--- src/tagged_field_serializer_defines.svh ---
// Assertion macros for the tagged field serializer.
// Each macro expects a clock named clk and an active-low reset named arst_n in scope.
`ifndef TAGGED_FIELD_SERIALIZER_DEFINES_SVH
`define TAGGED_FIELD_SERIALIZER_DEFINES_SVH

`ifndef NO_ASSERTIONS

`define TFS_ASSERT_SAME(lbl, ante, cons, msg) \
	lbl: assert property (@(posedge clk) disable iff (!arst_n) (ante) |-> (cons)) else $error(msg);

`define TFS_ASSERT_NEXT(lbl, ante, cons, msg) \
	lbl: assert property (@(posedge clk) disable iff (!arst_n) (ante) |=> (cons)) else $error(msg);

`else

`define TFS_ASSERT_SAME(lbl, ante, cons, msg)

`define TFS_ASSERT_NEXT(lbl, ante, cons, msg)

`endif

`endif

--- src/tfs_pkg.sv ---
package tfs_pkg;

	// Longest encoding: escaped tag head plus an eight-byte integer.
	localparam int TFS_NBYTES  = 10;
	localparam int TFS_BYTES_W = TFS_NBYTES * 8;
	localparam int TFS_CNT_W   = $clog2(TFS_NBYTES + 1);

	// Transaction queue between the encoder and the byte sequencer.
	localparam int TFS_QDEPTH = 4;
	localparam int TFS_QPTR_W = $clog2(TFS_QDEPTH);
	localparam int TFS_QCNT_W = $clog2(TFS_QDEPTH + 1);

	// Actions.
	localparam logic [2:0] ACT_INT       = 3'd0;
	localparam logic [2:0] ACT_STRING    = 3'd1;
	localparam logic [2:0] ACT_BYTEARRAY = 3'd2;
	localparam logic [2:0] ACT_STRUCT_BEG = 3'd3;
	localparam logic [2:0] ACT_STRUCT_END = 3'd4;
	localparam logic [2:0] ACT_LIST      = 3'd5;
	localparam logic [2:0] ACT_MAP       = 3'd6;
	localparam logic [2:0] ACT_RAW       = 3'd7;

	// Type codes in the low nibble of a head byte.
	localparam logic [3:0] TY_INT1       = 4'd0;
	localparam logic [3:0] TY_INT2       = 4'd1;
	localparam logic [3:0] TY_INT4       = 4'd2;
	localparam logic [3:0] TY_INT8       = 4'd3;
	localparam logic [3:0] TY_STR1       = 4'd6;
	localparam logic [3:0] TY_STR4       = 4'd7;
	localparam logic [3:0] TY_MAP        = 4'd8;
	localparam logic [3:0] TY_LIST       = 4'd9;
	localparam logic [3:0] TY_STRUCT_BEG = 4'd10;
	localparam logic [3:0] TY_STRUCT_END = 4'd11;
	localparam logic [3:0] TY_ZERO       = 4'd12;
	localparam logic [3:0] TY_SIMPLE     = 4'd13;

	// Tags from this value up go in an extra byte after the head.
	localparam logic [7:0] TAG_ESC    = 8'd15;
	localparam logic [3:0] TAG_ESC_NB = 4'hF;

	localparam logic [30:0] STR1_MAX   = 31'd255;
	localparam logic [30:0] COUNT_MAX  = 31'd255;
	localparam logic [30:0] BARRAY_MAX = 31'd32767;

	// One encoded transaction. While it is built, bytes shift in from the
	// bottom; the encoder then left-justifies it so the first byte is on top.
	typedef struct packed {
		logic                   err;
		logic [TFS_CNT_W-1:0]   cnt;
		logic [TFS_BYTES_W-1:0] bytes;
	} tfs_desc_t;

	typedef struct packed {
		logic                  full;
		logic                  empty;
		logic [TFS_QCNT_W-1:0] count;
	} tfs_qstat_t;

	function automatic tfs_desc_t tfs_put(tfs_desc_t d, logic [7:0] b);
		tfs_desc_t r;
		r       = d;
		r.bytes = {d.bytes[TFS_BYTES_W-9:0], b};
		r.cnt   = d.cnt + TFS_CNT_W'(1);
		return r;
	endfunction

	function automatic tfs_desc_t tfs_head(tfs_desc_t d, logic [3:0] ty, logic [7:0] tg);
		tfs_desc_t r;
		if (tg < TAG_ESC) begin
			r = tfs_put(d, {tg[3:0], ty});
		end else begin
			r = tfs_put(d, {TAG_ESC_NB, ty});
			r = tfs_put(r, tg);
		end
		return r;
	endfunction

	// Narrowest signed form: zero, then 1, 2, 4 or 8 big-endian bytes.
	function automatic tfs_desc_t tfs_put_int(tfs_desc_t d, logic [63:0] v, logic [7:0] tg);
		tfs_desc_t r;
		logic      fit8;
		logic      fit16;
		logic      fit32;
		fit8  = (&v[63:7])  | ~(|v[63:7]);
		fit16 = (&v[63:15]) | ~(|v[63:15]);
		fit32 = (&v[63:31]) | ~(|v[63:31]);
		if (v == 64'd0) begin
			r = tfs_head(d, TY_ZERO, tg);
		end else if (fit8) begin
			r = tfs_head(d, TY_INT1, tg);
			r = tfs_put(r, v[7:0]);
		end else if (fit16) begin
			r = tfs_head(d, TY_INT2, tg);
			r = tfs_put(r, v[15:8]);
			r = tfs_put(r, v[7:0]);
		end else if (fit32) begin
			r = tfs_head(d, TY_INT4, tg);
			for (int i = 3; i >= 0; i--) begin
				r = tfs_put(r, v[8*i +: 8]);
			end
		end else begin
			r = tfs_head(d, TY_INT8, tg);
			for (int i = 7; i >= 0; i--) begin
				r = tfs_put(r, v[8*i +: 8]);
			end
		end
		return r;
	endfunction

endpackage

--- src/tfs_front.sv ---
// Accepts a command and encodes it into a complete byte sequence.
module tfs_front (
	input  logic                      start,
	output logic                      busy,
	input  logic [2:0]                action,
	input  logic [7:0]                tag,
	input  logic signed [63:0]        value,
	input  logic [30:0]               length,
	input  tfs_pkg::tfs_qstat_t       q_stat,
	output logic                      push,
	output tfs_pkg::tfs_desc_t        desc
);

	tfs_pkg::tfs_desc_t enc;
	logic [tfs_pkg::TFS_CNT_W-1:0] pad;

	assign busy = q_stat.full;
	assign push = start & ~q_stat.full;

	always_comb begin
		enc = '0;
		unique case (action) inside
			tfs_pkg::ACT_INT: begin
				enc = tfs_pkg::tfs_put_int(enc, value, tag);
			end
			tfs_pkg::ACT_STRING: begin
				if (length > tfs_pkg::STR1_MAX) begin
					enc = tfs_pkg::tfs_head(enc, tfs_pkg::TY_STR4, tag);
					enc = tfs_pkg::tfs_put(enc, {1'b0, length[30:24]});
					enc = tfs_pkg::tfs_put(enc, length[23:16]);
					enc = tfs_pkg::tfs_put(enc, length[15:8]);
					enc = tfs_pkg::tfs_put(enc, length[7:0]);
				end else begin
					enc = tfs_pkg::tfs_head(enc, tfs_pkg::TY_STR1, tag);
					enc = tfs_pkg::tfs_put(enc, length[7:0]);
				end
			end
			tfs_pkg::ACT_BYTEARRAY: begin
				if (length > tfs_pkg::BARRAY_MAX) begin
					enc.err = 1'b1;
					enc     = tfs_pkg::tfs_put(enc, 8'h00);
				end else begin
					enc = tfs_pkg::tfs_head(enc, tfs_pkg::TY_SIMPLE, tag);
					enc = tfs_pkg::tfs_head(enc, tfs_pkg::TY_INT1, 8'd0);
					enc = tfs_pkg::tfs_put_int(enc, {33'd0, length}, 8'd0);
				end
			end
			tfs_pkg::ACT_STRUCT_BEG: begin
				enc = tfs_pkg::tfs_head(enc, tfs_pkg::TY_STRUCT_BEG, tag);
			end
			tfs_pkg::ACT_STRUCT_END: begin
				enc = tfs_pkg::tfs_head(enc, tfs_pkg::TY_STRUCT_END, 8'd0);
			end
			tfs_pkg::ACT_LIST, tfs_pkg::ACT_MAP: begin
				if (length > tfs_pkg::COUNT_MAX) begin
					enc.err = 1'b1;
					enc     = tfs_pkg::tfs_put(enc, 8'h00);
				end else begin
					enc = tfs_pkg::tfs_head(enc, (action == tfs_pkg::ACT_LIST) ?
						tfs_pkg::TY_LIST : tfs_pkg::TY_MAP, tag);
					if (length[7:0] == 8'd0) begin
						enc = tfs_pkg::tfs_head(enc, tfs_pkg::TY_ZERO, 8'd0);
					end else begin
						enc = tfs_pkg::tfs_head(enc, tfs_pkg::TY_INT1, 8'd0);
						enc = tfs_pkg::tfs_put(enc, length[7:0]);
					end
				end
			end
			tfs_pkg::ACT_RAW: begin
				enc = tfs_pkg::tfs_put(enc, value[7:0]);
			end
			default: begin
				enc = '0;
			end
		endcase
	end

	// Move the first byte to the top so the sequencer can shift left.
	assign pad = tfs_pkg::TFS_CNT_W'(tfs_pkg::TFS_NBYTES) - enc.cnt;

	always_comb begin
		desc       = enc;
		desc.bytes = enc.bytes << {pad, 3'b000};
	end

endmodule

--- src/tfs_queue.sv ---
// Small queue of encoded transactions between the encoder and the sequencer.
module tfs_queue (
	input  logic                clk,
	input  logic                arst_n,
	input  logic                push,
	input  tfs_pkg::tfs_desc_t  wr_desc,
	input  logic                pop,
	output tfs_pkg::tfs_desc_t  rd_desc,
	output tfs_pkg::tfs_qstat_t stat
);

	tfs_pkg::tfs_desc_t                 slot_q [tfs_pkg::TFS_QDEPTH];
	logic [tfs_pkg::TFS_QPTR_W-1:0]     wr_ptr_q;
	logic [tfs_pkg::TFS_QPTR_W-1:0]     rd_ptr_q;
	logic [tfs_pkg::TFS_QCNT_W-1:0]     cnt_q;
	logic                               do_push;
	logic                               do_pop;

	assign stat.full  = (cnt_q == tfs_pkg::TFS_QCNT_W'(tfs_pkg::TFS_QDEPTH));
	assign stat.empty = (cnt_q == '0);
	assign stat.count = cnt_q;
	assign do_push    = push & ~stat.full;
	assign do_pop     = pop & ~stat.empty;
	assign rd_desc    = slot_q[rd_ptr_q];

	always_ff @(posedge clk) begin
		if (do_push) begin
			slot_q[wr_ptr_q] <= wr_desc;
		end
	end

	always_ff @(posedge clk or negedge arst_n) begin
		if (!arst_n) begin
			wr_ptr_q <= '0;
			rd_ptr_q <= '0;
			cnt_q    <= '0;
		end else begin
			if (do_push) begin
				wr_ptr_q <= wr_ptr_q + tfs_pkg::TFS_QPTR_W'(1);
			end
			if (do_pop) begin
				rd_ptr_q <= rd_ptr_q + tfs_pkg::TFS_QPTR_W'(1);
			end
			if (do_push && !do_pop) begin
				cnt_q <= cnt_q + tfs_pkg::TFS_QCNT_W'(1);
			end else if (do_pop && !do_push) begin
				cnt_q <= cnt_q - tfs_pkg::TFS_QCNT_W'(1);
			end
		end
	end

endmodule

--- src/tfs_back.sv ---
// Byte sequencer: plays out one queued transaction, one byte per cycle.
module tfs_back (
	input  logic               clk,
	input  logic               arst_n,
	input  tfs_pkg::tfs_desc_t rd_desc,
	input  logic               q_empty,
	output logic               pop,
	output logic               strobe,
	output logic [7:0]         out_byte,
	output logic               last,
	output logic               error
);

	logic                                 active_q;
	logic [tfs_pkg::TFS_BYTES_W-1:0]      bytes_q;
	logic [tfs_pkg::TFS_CNT_W-1:0]        rem_q;
	logic                                 err_q;
	logic                                 final_byte;

	assign final_byte = (rem_q == tfs_pkg::TFS_CNT_W'(1));
	assign pop        = (~active_q | final_byte) & ~q_empty;

	assign strobe   = active_q;
	assign out_byte = bytes_q[tfs_pkg::TFS_BYTES_W-1 -: 8];
	assign last     = active_q & final_byte;
	assign error    = active_q & err_q;

	always_ff @(posedge clk or negedge arst_n) begin
		if (!arst_n) begin
			active_q <= 1'b0;
			rem_q    <= '0;
		end else if (pop) begin
			active_q <= 1'b1;
			rem_q    <= rd_desc.cnt;
		end else if (active_q && !final_byte) begin
			rem_q <= rem_q - tfs_pkg::TFS_CNT_W'(1);
		end else begin
			active_q <= 1'b0;
		end
	end

	always_ff @(posedge clk) begin
		if (pop) begin
			bytes_q <= rd_desc.bytes;
			err_q   <= rd_desc.err;
		end else if (active_q) begin
			bytes_q <= {bytes_q[tfs_pkg::TFS_BYTES_W-9:0], 8'h00};
		end
	end

endmodule

--- src/tagged_field_serializer.sv ---
// Tagged field serializer.
// Command channel: a transaction (action, tag, value, length) is taken at a
// rising edge where start is high and busy is low. busy rises only when the
// internal queue of four encoded transactions is full.
// Result channel: strobe marks one cycle in which out_byte, last and error are
// valid; the transaction is taken at the edge that ends that cycle. Each
// command yields one to ten bytes, the final one flagged by last. An illegal
// length yields a single byte of zero with both error and last set.
// Path: the first byte of a command that finds the block idle is written
// into a queue slot at the edge that takes the command and then loaded into
// the sequencer's byte register, which drives the result ports.
// Throughput: the byte sequencer emits exactly one byte per cycle and starts
// the next queued transaction directly after a last byte, so queued commands
// play out with no gap between them; the encoder accepts one command per
// cycle while the queue has room.
// The receiver cannot stall; results are never held back once started.
// Reset empties the queue and idles the sequencer; no results are pending.
`include "tagged_field_serializer_defines.svh"

module tagged_field_serializer (
	input  logic               clk,
	input  logic               arst_n,
	input  logic               start,
	output logic               busy,
	input  logic [2:0]         action,
	input  logic [7:0]         tag,
	input  logic signed [63:0] value,
	input  logic [30:0]        length,
	output logic               strobe,
	output logic [7:0]         out_byte,
	output logic               last,
	output logic               error
);

	tfs_pkg::tfs_desc_t  enc_desc;
	tfs_pkg::tfs_desc_t  head_desc;
	tfs_pkg::tfs_qstat_t q_stat;
	logic                push;
	logic                pop;

	// Front: take the command and turn it into a left-justified byte sequence.
	tfs_front u_front (
		.start  (start),
		.busy   (busy),
		.action (action),
		.tag    (tag),
		.value  (value),
		.length (length),
		.q_stat (q_stat),
		.push   (push),
		.desc   (enc_desc)
	);

	// The queue decouples command acceptance from byte output.
	tfs_queue u_queue (
		.clk     (clk),
		.arst_n  (arst_n),
		.push    (push),
		.wr_desc (enc_desc),
		.pop     (pop),
		.rd_desc (head_desc),
		.stat    (q_stat)
	);

	// Back: shift the bytes out, one per cycle.
	tfs_back u_back (
		.clk      (clk),
		.arst_n   (arst_n),
		.rd_desc  (head_desc),
		.q_empty  (q_stat.empty),
		.pop      (pop),
		.strobe   (strobe),
		.out_byte (out_byte),
		.last     (last),
		.error    (error)
	);

	// An error result is always a single, final byte.
	`TFS_ASSERT_SAME(a_err_is_last, strobe && error, last && (out_byte == 8'h00), "error result without last")

	// The queue never holds more transactions than it has slots.
	`TFS_ASSERT_SAME(a_q_bound, 1'b1, q_stat.count <= tfs_pkg::TFS_QCNT_W'(tfs_pkg::TFS_QDEPTH), "queue overfilled")

	// A waiting transaction follows a last byte without a gap.
	`TFS_ASSERT_NEXT(a_no_bubble, strobe && last && !q_stat.empty, strobe, "gap between queued transactions")

	// A command taken while idle reaches strobe via a queue slot and the byte register.
	`TFS_ASSERT_NEXT(a_idle_latency, start && !busy && q_stat.empty && !strobe, ##1 strobe, "idle latency violated")

endmodule

--- config.mk ---
export PLATFORM = sky130hd
export DESIGN_NAME = tagged_field_serializer
export DESIGN_NICKNAME = d
export VERILOG_FILES = /design/src/tfs_pkg.sv /design/src/tfs_front.sv /design/src/tfs_queue.sv /design/src/tfs_back.sv /design/src/tagged_field_serializer.sv
export VERILOG_INCLUDE_DIRS = /design/src /design/src/src
export SDC_FILE = /design/constraint.sdc
export NUM_CORES = 1
export LEC_CHECK = 0
export BUFFER_PORTS_ARGS = -buffer_cell sky130_fd_sc_hd__buf_2
export CAP_MARGIN = 20
export CORE_MARGIN = 4
export CORE_UTILIZATION = 30
export DETAILED_ROUTE_END_ITERATION = 10
export PLACE_DENSITY = 0.49
export SLEW_MARGIN = 0
export SYNTH_ARGS = -nofsm -noshare
export SYNTH_HDL_FRONTEND = slang
export SYNTH_SLANG_ARGS = --single-unit
--- constraint.sdc ---
create_clock -name clk -period 9.87 [get_ports clk]
set_input_delay 0.4935 -clock clk [delete_from_list [all_inputs] [get_ports clk]]
set_output_delay 0.4935 -clock clk [all_outputs]
set_load 0.03 [all_outputs]
* Word-level counts from Yosys, hierarchy flattened
Memory sizes are Yosys's and may differ from the RTL's. Cells that the tools add are included.
Storage, ports and cells: register bits 93, RAM bits 340, output and inout port bits 12, logic and storage cells 175, memories kept 1
Memory list:
- u_queue.slot_q | depth 4, width 85, rd ports 1, clocked after Yosys merged registers in 0, write ports 1, RTL line tfs_queue.sv:12 | tfs_pkg::tfs_desc_t slot_q [tfs_pkg::TFS_QDEPTH];
Cells by class: $add $sub $neg 37, $lt $le $gt $ge 3, eq/ne operators 10, shift-type cells 1, muxes and demuxes 77, bitwise operators 16, reductions and logical operators 23
Operator list (number):
- 85-bit two-way mux | 55
- 82-bit two-way mux | 10
- 85-bit one-hot mux with 7 select lines | 1
- 80-bit two-way mux | 2
- 4-bit by 1-bit adder with 4-bit output, second input constant | 31
- 80-bit by 7-bit << shifter with 80-bit output | 1
- 64-bit logical NOT | 1
- 57-bit AND reduction | 1
- 57-bit OR reduction | 1
- 49-bit AND reduction | 1
- 49-bit OR reduction | 1
- 33-bit AND reduction | 1
- 33-bit OR reduction | 1
- 31-bit by 15-bit greater-than comparator with 1-bit output, second input constant | 1
- 31-bit by 8-bit greater-than comparator with 1-bit output, second input constant | 1
- 31-bit logical NOT | 1
- 24-bit OR reduction | 1
- 16-bit OR reduction | 1
- 3-bit == test, second input constant | 5
- 8-bit logical NOT | 1
- 8-bit by 4-bit < comparator with 1-bit output, second input constant | 1
- 4-bit two-way mux | 2
- 1-bit bitwise AND | 6
- 3-bit by 2-bit == test with 1-bit output, second input constant | 2
- other kinds (17) | 38

* Logic depth before layout (Yosys ltp)
Gate-level depths: netlist of the first run.
depth in word-level cells 24, gate-level depth with buffers 22, gate-level depth less buffers 16

* Hierarchy
From an unflattened synthesis of the first run, not the netlist that was laid out.
Unflattened totals: cells, all modules 1534, area total of the unflattened synthesis 21971.1 um^2
Modules (own cells, without submodules):
- tfs_queue | instances 1, cells each 481, area an instance 12704.7 um^2
- tfs_front | instances 1, cells each 839, area an instance 5496.5 um^2
- tfs_back | instances 1, cells each 214, area an instance 3769.9 um^2

* Worst setup path after synthesis of the first run
OpenSTA, ideal clock, no wires.
path type input-to-reg, start input port tag[3], end memory u_queue.slot_q[0][57] in the netlist's numbering (data pin), arrival 5.253 ns, required time 9.653 ns, setup slack 4.401 ns, stages 22, path through clkbuf_1 nand4_1 nand2_1 clkbuf_1 buf_1 ha_1 a221oi_1 a31o_2 nand2_1 buf_2 nor2_2 clkinv_1 buf_2 buf_2 ha_1 clkbuf_1 inv_1 clkbuf_1 clkbuf_1 o211ai_1 o311a_1 a211oi_1
RTL lines:
- start: declaration | RTL line tagged_field_serializer.sv:26 | input logic [7:0] tag,
- end: declaration | RTL line tfs_queue.sv:12

==> results of run 1 <==
[logic make-up after synthesis]
logic type                 synth area share
and+or+nand+nor                       0.121
DFF                                   0.591
AOI/OAI and AO/OA                     0.120
muxes                                 0.126
buffers and inverters                0.0294
adders and majority gates           0.00949
xor gates and xnor gates            0.00320
[cell usage in the layout, fill, tap and decap left out, types with 11 or more instances in the layout]
| cell type | count |
|---|---|
| edfxtp_1 | 421 |
| nand2_1 | 296 |
| buf_2 | 120 |
| mux4_2 | 96 |
| a21oi_1 | 77 |
| nor2_1 | 73 |
| o21ai_0 | 65 |
| clkbuf_16 | 45 |
| buf_4 | 40 |
| nor3_1 | 35 |
| nand3_1 | 31 |
| mux2i_1 | 29 |
| nor4_1 | 27 |
| nand4_1 | 26 |
| and2_1 | 25 |
| a211oi_1 | 24 |
| o22ai_1 | 22 |
| inv_1 | 20 |
| mux2_2 | 20 |
| o211ai_1 | 19 |
| ha_1 | 14 |
| a221oi_1 | 13 |
| or2_2 | 12 |
| a31oi_1 | 12 |
| o21a_1 | 11 |
| o221ai_1 | 11 |
[flip-flops by register name, summed over array words and instances, names as in the netlist]
name              flops
u_queue.rd_ptr_q      2
u_back.strobe         1
u_queue.slot_q      340
u_back.err_q          1
u_back.bytes_q       80
u_queue.wr_ptr_q      2
u_queue.cnt_q         3
u_back.rem_q          4
[where the power goes]
part | leakage [µW] | internal, µW | total [µW] | switching, µW
clock network | 0.000750 | 1030 | 1750 | 716
registers | 0.00453 | 2450 | 2580 | 132
logic | 0.00380 | 564 | 1500 | 933
[area by class of cell]
type	count	area, µm²
Clock buffer	54	1160
Sequential cell	433	12900
Antenna cell	2	5.00
Fill cell	7144	46800
Inverter	24	90.1
Clock inverter	29	359
Multi-Input combinational cell	1123	8350
Tap cell	950	1190
Timing Repair Buffer	161	911
[layer usage]
layer,track usage,share of wire
met3,0.0294,0.055
met5,0,0.00037
met2,0.304,0.46
met1,0.266,0.44
met4,0.0715,0.041
[metrics by stage]
step | hold slack (ns) | cell area (µm²) | std cells
after floorplan | 0.198 | 21900 | 1703
after global placement | 0.389 | 23500 | 2690
after detailed placement | 0.394 | 23500 | 2690
after CTS | 0.298 | 25000 | 2774
after global routing | 0.340 | 25000 | 2775
final | 0.332 | 25000 | 2776
[repair_timing]
action,4_1_cts,5_1_grt
endpoints found under the hold margin,12,0
setup endpoints to repair,0,0
hold buffers,1,0
[worst max-delay path by stage]
stage                                       end        from  cells past startpoint  slack [ns]
after CTS                 u_queue.slot_q[1][70]  length[27]                     18        4.18
after global placement    u_queue.slot_q[0][70]  length[27]                     18        3.67
after detailed placement  u_queue.slot_q[3][70]  length[27]                     18        3.56
after floorplan           u_queue.slot_q[0][57]      tag[3]                     22        4.40
final                     u_queue.slot_q[3][70]  length[10]                     18        4.00
after global routing      u_queue.slot_q[2][65]  length[27]                     18        3.75
==> results.md, run 1 <==
* Least-Margin Pin Slew at around 1.1 ns
* Util after Layout at 0.348
* Critical path peak fanout at 28
* CP max-delay cell: nor4_1
* Syn nets at around 1800
* Worst Skew at roughly 0.016 ns
* Worst setup margin at about 4 ns
* Mapped Cells at ~1700
* Pin count of the biggest net entering global routing at 67
* Synth area leaders: edfxtp_1, mux4_2, nand2_1
* Worst Path Arrival at between 6 and 7 ns
* Worst Hold Class: in -> async
* Cell taking the most area after synthesis: edfxtp_1
* Final setup vio count at 0
* Port bufs at between 100 and 150
* Reg2reg end: u_back.bytes_q[60]
* Max Cap Viol at 0
* WL per Instance at 27.2 µm
* Synth Register Bits at about 430
* Post-CTS resize count at 0
* Nets at around 1900
* Post-synth top cells: edfxtp_1, nand2_1, mux4_2, a21oi_1, nor2_1
* Top-count cell post-synth: edfxtp_1
* Pre-CTS WS at about 3.6 ns
* Final HPWL DP at approximately 54000 µm
* Critical path's top delay family: simple AND/OR/NAND/NOR gates
* Residual DRC at 0
* Crit path time final at slightly below 6 ns
* Die Span Y at about 280 µm
* CP endpoint kind: register
* First-pass GRT wire length at 111000 µm
* Max_slew headroom at 0.230
* Clock buffer depth at 3
* Seq/Total Area, Yosys at 0.591
* Total track usage at 0.191
* Via density at 5.60
* CORE AREA at just over 0.07 mm²
* TritonCTS clock tree: built
* PwrDens at about 230 mW/mm²
* CTS sink cnt at about 430
* Final Hold Fails at 0
* Layout cells sized above 1 at 0.217
* Setup TNS at 0 ns
* VDD IR max at approximately 160 µV
* Outcome: completed
* DIE WIDTH at between 200 and 300 µm
* Fin. max-slew vios at 0
* Initial antenna violation count at 5
* Routed wire length at approximately 76000 µm
* Ys async rst share at 0.0277
* GRT overflow at 0
* Drt pass-1 iters at 5
* Leak at 0.00908 µW
* Area Growth Syn to Fin at 14.3%
* Critical path class: in -> reg
* Total power at ~6000 µW
* Warnings from Yosys at 0
* Primary FF master, synth: edfxtp_1
* Syn avg cell area at around 13 µm²
* Crit Reg-Reg Startpoint: u_back.rem_q[1]
* Yosys cell types at around 90
* Area share of the largest cell type after synthesis at 0.577
* H-Tree Depth at 2
* Clock Latency Late Sink at approximately 0.58 ns
* Critical path required time at about 10 ns
* Starting DRT DRC Count at 1393
* I/O Pins at about 120
* Worst-case reg-to-reg path depth at 9
* Worst reg-to-reg setup slack at 6.55 ns
* Crit-path max cell delay at roughly 0.9 ns
* Max Clock Freq at between 150 and 200 MHz
* Gp weighted congestion at around 1
* Vias in the first global route at 15700
* Synth Cell Area at between 0.02 and 0.025 mm²
* Rows at slightly below 100
* Vias post-DR at between 15000 and 20000
* Fin crit share at 0.595
* Die area at 0.0774 mm²
* Routed Antenna Nets at 0
* Initial core utilization at 0.305
* Post-CTS Repair Setup Buffers at 0
* Clock Root Buffer: clkbuf_16
* CP Cell Sequence: buf_2 -> nor4_1 -> nand2_1 -> nor2_1 -> buf_4 -> inv_2 -> ha_1 -> a221oi_1 -> a31o_2 -> nand2_1 -> buf_4 -> nor2_4 -> clkinv_1 -> ha_2 -> nand3_1 -> nor2_1 -> o21ai_0 -> o211ai_1
* Buf/Inv on CP at 5
* RSZ-0062 raised after global routing: false
* Inserted Clock Buffers at 45
* Number of synthesized flops with an enable pin at ~420
* CTS clk-pin slew, worst paths at ~0.060 ns
* Crit start category: input pin
Power figures use the tool's default switching activity.
==> run 2, diff against run 1 <==
--- a/config.mk
+++ b/config.mk
@@ -11,7 +11,7 @@
 export CORE_MARGIN = 4
 export CORE_UTILIZATION = 30
 export DETAILED_ROUTE_END_ITERATION = 10
-export PLACE_DENSITY = 0.49
+export PLACE_DENSITY = 0.51
 export SLEW_MARGIN = 0
 export SYNTH_ARGS = -nofsm -noshare
 export SYNTH_HDL_FRONTEND = slang
==> constraint.sdc (replaced) <==
create_clock -name clk -period 4.85 [get_ports clk]
set_input_delay 0.2425 -clock clk [delete_from_list [all_inputs] [get_ports clk]]
set_output_delay 0.2425 -clock clk [all_outputs]
set_load 0.03 [all_outputs]
==> run 2 against run 1 <==
Compared with the run above:
- sequential cell count unchanged
- design area increased by 3.7%
- cell count is 4.5% higher
- sequential share of layout area shrank 1.9 points
- combinational power grew 110%
- via count rose by 3.4%
- clock skew is 0.0021 ns lower
- register-to-register slack worse by 4.5 ns
- core utilization rose by 1.3 points
- sequential power is 110% higher
- critical path type unchanged
- largest cell class unchanged
==> results.md, run 2 (same netlist as run 1, synthesis figures left out) <==
* Via density at 5.54 (-1.1%)
* Logic pwr share at 0.264 (+0.007)
* Drt pass-1 iters at 6 (+1)
* Crit path time final at around 3.9 ns
* Final setup vio count at 0 (unchanged)
* Max reg flops at 340 (unchanged)
* Filler Cells Inserted at 7070 (-1.0%)
* Critical path required time at 5.27 ns (-4.93 ns)
* Worst Path Arrival at 4.35 ns (-1.85 ns)
* Vias post-DR at 16100 (+3.4%)
* CTS clk-pin slew, worst paths at 0.06 ns (about the same)
* Commonest cells after routing, fill and taps aside: edfxtp_1, nand2_1, buf_4, buf_2, mux4_2
* WL per Instance at 27.3 µm (+0.11%)
* Final Hold Fails at 0 (unchanged)
* Pin count of the biggest net entering global routing at 68 (+1.5%)
* TritonCTS clock tree: built
* Routed wire length at 79100 µm (+4.7%)
* First-pass GRT wire length at 115000 µm (+3.0%)
* Crit start category: input pin
* Initial antenna violation count at 3 (-2)
* Most common cell after layout, fill and taps aside: edfxtp_1
* Final HPWL DP at 58800 µm (+9.6%)
* Largest regs: u_queue.slot_q: 340 flops, u_back.bytes_q: 80 flops, u_back.rem_q: 4 flops
* Residual DRC at 0 (unchanged)
* Crit Reg-Reg Startpoint: u_queue.cnt_q[2]
* CORE AREA at 0.0719 mm² (unchanged)
* Net Sw Frac at 0.307 (+0.00116)
* Outcome: completed
* Port bufs at 120 (unchanged)
* H-Tree Depth at 2 (unchanged)
* Most flop-heavy register: u_queue.slot_q
* Clock Root Buffer: clkbuf_16
* Fin. max-slew vios at 0 (unchanged)
* Worst hold margin at 0.107 ns (-0.225 ns)
* Hold Buf Count CTS at 1 (unchanged)
* Area Growth Syn to Fin at 18.5%
* Worst Skew at 0.0139 ns (-0.00211 ns)
* Clock network fraction of design power at 0.282 (-0.018)
* DIE WIDTH at 278 µm (unchanged)
* Die area at 0.0774 mm² (unchanged)
* Setup TNS at 0 ns (unchanged)
* Starting DRT DRC Count at 1685 (+21%)
* PwrDens at 454 mW/mm² (+95%)
* Initial core utilization at 0.305 (unchanged)
* Reg power frac at 0.454 (+0.011)
* Fin crit share at 0.810
* CP endpoint kind: register
* Clock buffer depth at 3 (unchanged)
* GRT overflow at 0 (unchanged)
* Critical path class: in -> reg
* Gp weighted congestion at 0.985 (unchanged)
* Leak at 0.00967 µW (+6.6%)
* Crit. Startpoint: length[27]
* Internal cell power at 8160 µW (+100%)
* Clock Latency Late Sink at 0.56 ns (-0.02 ns)
* Post-CTS Repair Setup Buffers at 0 (unchanged)
* Rows at 98 (unchanged)
* I/O Pins at 121 (unchanged)
* Worst Hold Class: in -> async
* Total track usage at 0.199 (+0.00792)
* Max_slew headroom at 0.285 (+0.0547)
* Max Cap Viol at 0 (unchanged)
* Layout cells sized above 1 at 0.268 (+0.0504)
* Nets at 2042 (+6.7%)
* Critical path peak fanout at 10 (-64%)
* Post-CTS resize count at 0 (unchanged)
* RSZ-0062 raised after global routing: false
* Routed Antenna Nets at 0 (unchanged)
* Max Clock Freq at approximately 250 MHz
* Least-Margin Pin Slew at 1.06 ns (-0.0906 ns)
* Vias in the first global route at 16200 (+3.2%)
* Die Span Y at 278 µm (unchanged)
* VDD IR max at 253 µV (+62%)
* P_sw at 3610 µW (+100%)
* CTS sink cnt at 433 (unchanged)
* Worst-case reg-to-reg path depth at 4 (-5)
* Inserted Clock Buffers at 44 (-2.2%)
==> run 2: cell count changes in the layout (fill, tap and decap cells not counted), moves of 2 or more <==
| cell | previous run | this run |
|---|---|---|
| buf_4 | 40 | 163 |
| bufinv_16 | 7 | 4 |
| buf_12 | 0 | 6 |
| inv_16 | 3 | 0 |
| clkinv_4 | 0 | 3 |
| clkinv_2 | 10 | 8 |
==> run 2: metrics by stage <==
stage | setup slack [ns] | cell area (µm²) | util | power [µW] | std cells
after floorplan | 0.000788 | 21900 | - | 7420 | 1703
after global placement | 0.258 | 24500 | 0.341 | 8580 | 2819
after detailed placement | 0.376 | 24500 | 0.341 | 8610 | 2820
after CTS | 0.957 | 25900 | 0.361 | 11900 | 2901
after global routing | 0.640 | 25900 | 0.361 | 12400 | 2901
final | 0.920 | 25900 | 0.361 | 11800 | 2902
==> run 2: final timing paths <==
kind,slack [ns],end
max reg2reg,2.08,u_queue.slot_q[2][33]
min,0.11,u_back.rem_q[2]
max in group asynchronous,4.48,u_queue.rd_ptr_q[1]
min reg2reg,0.49,u_back.rem_q[3]
min in group clk,0.19,u_queue.wr_ptr_q[0]
max,0.92,u_queue.slot_q[2][52]
==> run 2: area by class of cell <==
type	count	area, µm²	share of cell area
sequential	433	12900	0.499
antenna	1	2.50	0.0000965
clock inverter	27	245	0.00945
multi-input combinational	1123	8350	0.322
tap	950	1190	0.0458
timing repair buffer	291	1960	0.0755
inverter	24	90.1	0.00347
clock buffer	53	1160	0.0446
==> run 2: worst max-delay path: stages <==
cell and delay [ns]:
buf_2 0.12, nor4_1 0.35, nand4_1 0.26, nor2_1 0.23, inv_2 0.06, buf_4 0.17
ha_1 0.19, nor2_1 0.10, a21oi_1 0.05, nor3b_1 0.21, a221o_1 0.24, or2_2 0.16
ha_2 0.26, inv_1 0.11, a21oi_2 0.21, or2_2 0.23, buf_4 0.20, a211oi_1 0.07
a311oi_1 0.63, buf_4 0.24
==> run 2: power by group through the flow <==
stage	Clock, µW	Sequential, µW	Combinational [µW]
3_5_place_dp	0	5450	3160
4_1_cts	3400	5380	3170
2_1_floorplan	0	5210	2200
5_1_grt	3570	5420	3370
3_3_place_gp	0	5420	3150
6_report	3320	5350	3110
==> run 2: per-layer routing <==
| metal | GRT usage | part of all wire | up-vias |
|---|---|---|---|
| met5 | 0 | 0.00034 | - |
| met4 | 0.0902 | 0.051 | 4 |
| met3 | 0.0289 | 0.058 | 157 |
| met2 | 0.322 | 0.47 | 662 |
| met1 | 0.267 | 0.42 | 8129 |
| li1 | - | - | 7118 |
